==> src/hdl/mpl_pkg.sv <==
package mpl_pkg;

    // Width of every length field on the input side and of the count field
    localparam int LEN_W       = 13;
    localparam int NUM_PIECES  = 3;

    // Recent results kept in the cell row; longer pieces are served by the tables
    localparam int HIST_DEPTH  = 4;

    // Beat layouts
    localparam int IN_TDATA_W  = 56;
    localparam int OUT_TDATA_W = 16;
    localparam int OUT_TUSER_W = 1;

    typedef logic [LEN_W-1:0] t_len;

    typedef enum logic [1:0] {
        ST_IDLE,
        ST_RUN,
        ST_FINISH
    } t_state;

endpackage

==> src/hdl/mpl_cell.sv <==
module mpl_cell #(
    parameter int CNT_W = 13,
    parameter int SLOT  = 1
) (
    input  logic                                             i_clk,
    input  logic                                             i_shift,
    input  logic [CNT_W-1:0]                                 i_val,
    input  mpl_pkg::t_len [mpl_pkg::NUM_PIECES-1:0]          i_piece,
    input  logic [mpl_pkg::NUM_PIECES-1:0][CNT_W-1:0]        i_tap,
    output logic [CNT_W-1:0]                                 o_val,
    output logic [mpl_pkg::NUM_PIECES-1:0][CNT_W-1:0]        o_tap
);

    // Holds the entry SLOT positions above the one being solved
    logic [CNT_W-1:0] r_val;

    always_ff @(posedge i_clk) begin
        if (i_shift) begin
            r_val <= i_val;
        end
    end

    assign o_val = r_val;

    // Drive the tap bus of every piece whose length lands on this slot
    always_comb begin
        for (int j = 0; j < mpl_pkg::NUM_PIECES; j++) begin
            o_tap[j] = i_tap[j]
                     | ((i_piece[j] == mpl_pkg::LEN_W'(SLOT)) ? r_val : '0);
        end
    end

endmodule

==> config.mk <==
export PLATFORM = sky130hd
export DESIGN_NAME = mpl_cell
export DESIGN_NICKNAME = d
export VERILOG_FILES = /design/src/hdl/mpl_pkg.sv /design/src/hdl/mpl_cell.sv
export SDC_FILE = /design/constraint.sdc
export NUM_CORES = 1
export LEC_CHECK = 0
export BUFFER_PORTS_ARGS = -buffer_cell sky130_fd_sc_hd__buf_2
export CAP_MARGIN = 15
export CORE_MARGIN = 4
export CORE_UTILIZATION = 29
export CTS_BUF_LIST = sky130_fd_sc_hd__clkbuf_8 sky130_fd_sc_hd__clkbuf_16
export CTS_CLUSTER_DIAMETER = 80
export DETAILED_ROUTE_END_ITERATION = 12
export HOLD_SLACK_MARGIN = 0.15
export PLACE_DENSITY = 0.95
export SYNTH_ARGS = -nofsm -noshare
export SYNTH_HDL_FRONTEND = slang
export SYNTH_SLANG_ARGS = --single-unit
==> constraint.sdc <==
create_clock -name i_clk -period 3.7 [get_ports i_clk]
set_input_delay 1.11 -clock i_clk [delete_from_list [all_inputs] [get_ports i_clk]]
set_output_delay 1.11 -clock i_clk [all_outputs]
set_load 0.01 [all_outputs]
# Word level (Yosys, flattened, before mapping)
# Index checks and enable logic that the tools add are counted.
# W data, S select, Z words.
[op_classes] bitwise_logic=3 eq_ne=3 mux=3
[ops] operator="$eq A13 B1 Y1 const B" count=3
[ops] operator="$mux W13" count=3
[ops] operator="$or A13 B13 Y13" count=3
[totals] regBits=13 input_bits=93

# Depth between registers and ports, before layout
[depth] word_depth=3 mapped_depth=4 depth_no_buf=3

# Least setup slack after synthesis
# No wires, ideal clock.
[synth_path] kind="input to output" from="in i_piece[14] (netlist name)" to="out o_tap[15] (netlist name)" setup_slack_ns=0.707 n_path_buf=1 cell_stages=4 arrival_ns=1.883 t_required_ns=2.590 path_cell_list="nor4b_2 > and4_4 > buf_6 > a21o_1"
[synth_lines] item="start, declared" line_no="mpl_cell.sv:8" text="input mpl_pkg::t_len [mpl_pkg::NUM_PIECES-1:0] i_piece,"
[synth_lines] item="end, declared" line_no="mpl_cell.sv:11" text="output logic [mpl_pkg::NUM_PIECES-1:0][CNT_W-1:0] o_tap"

==> results.toml <==
[outcome]
outcome = "finished, final reports clean"

[synth]
ys_ff_latch = 13
synth_top_area_frac = 0.454
synth.area.top_cells = "edfxtp_1, a21o_1, nor4_2, and4_4, buf_6"
synth_common_cells = "a21o_1, edfxtp_1, nor4_2"
synth_area_leader_cell = "edfxtp_1"
yosysMostFrequentCell = "a21o_1"
syn_area_per_cell_sq_um = 12.3
ys_types = 9
seq_area_frac_synth = 0.454
async_flop_share = 0
synthesis.area_sq_um = 860
netlist_instances = 70
synth_edf_count = 13
synthFlopType = "edfxtp_1"
syn_nets = 163
yosysWarnings = 0

[timing]
fin_crit_sh = 0.877
drv_slew = 0
setup_viol = 0
fin_setup_tns_ns = 0
relSlewSlack = 0.826
rsz0062_at_grt = "no"
fmax_ghz = 0.308
worst_pin_slew_ns = 0.262
timing.final.crit_period_ns = 3.25
hold_viol_final = 0

[floorplanning]
die_w_microns = 62.4
die_height_microns = 62.4
ios = 145
core_sq_mm = 0.00281
start_util = 0.306
die_area_sq_mm = 0.00390
rows = 19

[power]
power.density_mw_per_mm2 = 267
p_leak_uw = 0.00103
ir_drop_mv = 0.264
total_power_uw = 436

[layout]
num_antenna_cells = 0
drive_above_1_share = 0.730
fill_cells = 274
multi_input_area_sq_um = 435
seq_area_sq_um = 390
nNetsFinal = 309
largest_reg_flops = 13
area_delta_synth_final_pct = 89.8

[clock_network]
path_clk_slew_ns = 0.05
postCtsSetupRepairBufs = 0
cts.sinks = 13
cts_buffers = 3
cts_root_buffer = "clkbuf_8"
holdBufCountCts = 0
cts_buffer_depth = 2
htreeDepth = 1
ctsResizeCount = 0
cts_tree = "done"

[detailed_routing]
viasPerCell = 4.80
drt_iter0_drc = 69
num_vias = 1182
drcViolationCount = 0
ant_nets = 0
dr.pass1.iters = 4
totalWireLength_microns = 4090
wl_per_cell_microns = 16.6

[setup_path]
crit_top_cell = "buf_2"
cp-end-kind = "output port"
cp_cell_sequence = "buf_2, nor4b_2, and4_4, a21o_1, buf_2"
crit_path_start_kind = "input port"
required_ns = 2.59
timing_worst_setup_path_type = "input port to output port"
cp.arrival_ns = 2.14
cp_slowest_cell = "and4_4"
cp_slowest_stage_delay_ns = 0.37
crit_fanout = 13

[global_route]
grt_pass1_wl_microns = 6340
grt_antenna_before_repair = 0
track_usage = 0.199
grt_pass1_vias = 1194
overflow = 0
grt_max_degree = 14

[placed_design]
dpl.hpwl_microns = 3580
place_congestion = 0.914
port_buffers = 144

[min_path]
hold_path_class = "input port to register"

[flow_run]
max-cap-violations = 0
## worst paths after layout
check                   from        end  slack [ns]  cells after the start
hold / removal      i_val[8]   o_val[8]        1.05                      1
setup / recovery  i_piece[1]  o_tap[10]        0.45                      5
## cell usage in the layout, fill, tap and decap left out, drive strengths merged
cell    instances
edfxtp         13
clkinv          1
nor2            3
a21o           39
clkbuf          3
nor4b           2
nor3b           1
and4            3
buf           144
nor4            4
nor3            2
## cell families after synthesis
group                  after synthesis  synth area share
AO/OA/AOI/OAI                       39             0.341
buffers and inverters                3            0.0393
flip-flops                          13             0.454
AND/OR/NAND/NOR                     15             0.166
## critical path, delay by kind of cell
| kind | cells | cell delay, ns |
|---|---|---|
| buf+inv | 2 | 0.24 |
| simple gates | 2 | 0.65 |
| compound gates | 1 | 0.14 |
## report_power, final
part | switching [uW] | internal (uW)
registers | 14.0 | 176
logic | 57.3 | 71.0
clock network | 43.2 | 73.8
## area by class of cell
cell class | count | area share
Timing Repair Buffer | 144 | 0.442
Clock inverter | 1 | 0.00307
Clock buffer | 3 | 0.0253
Multi-Input combinational cell | 54 | 0.267
Tap cell | 31 | 0.0238
Sequential cell | 13 | 0.239
## per-stage QoR
stage	setup WS, ns	hold slack [ns]	instance area (sq um)	util	std cells
after CTS	0.456	1.05	1630	0.582	246
after global routing	0.391	1.04	1630	0.582	246
after floorplan	0.707	1.21	860	-	70
final	0.454	1.05	1630	0.582	246
after global placement	0.486	1.29	1590	0.565	242
after detailed placement	0.460	1.29	1590	0.565	242
## per-layer routing
| layer | GRT usage | share of wire | up-vias | wire length (microns) |
|---|---|---|---|---|
| li1 | - | - | 570 | - |
| met1 | 0.275 | 0.41 | 551 | 1670 |
| met4 | 0.0110 | 0 | 0 | 0 |
| met3 | 0.0288 | 0.076 | 0 | 311 |
| met5 | 0 | 0 | - | 0 |
| met2 | 0.346 | 0.52 | 61 | 2120 |
Power figures use the tool's default switching activity.
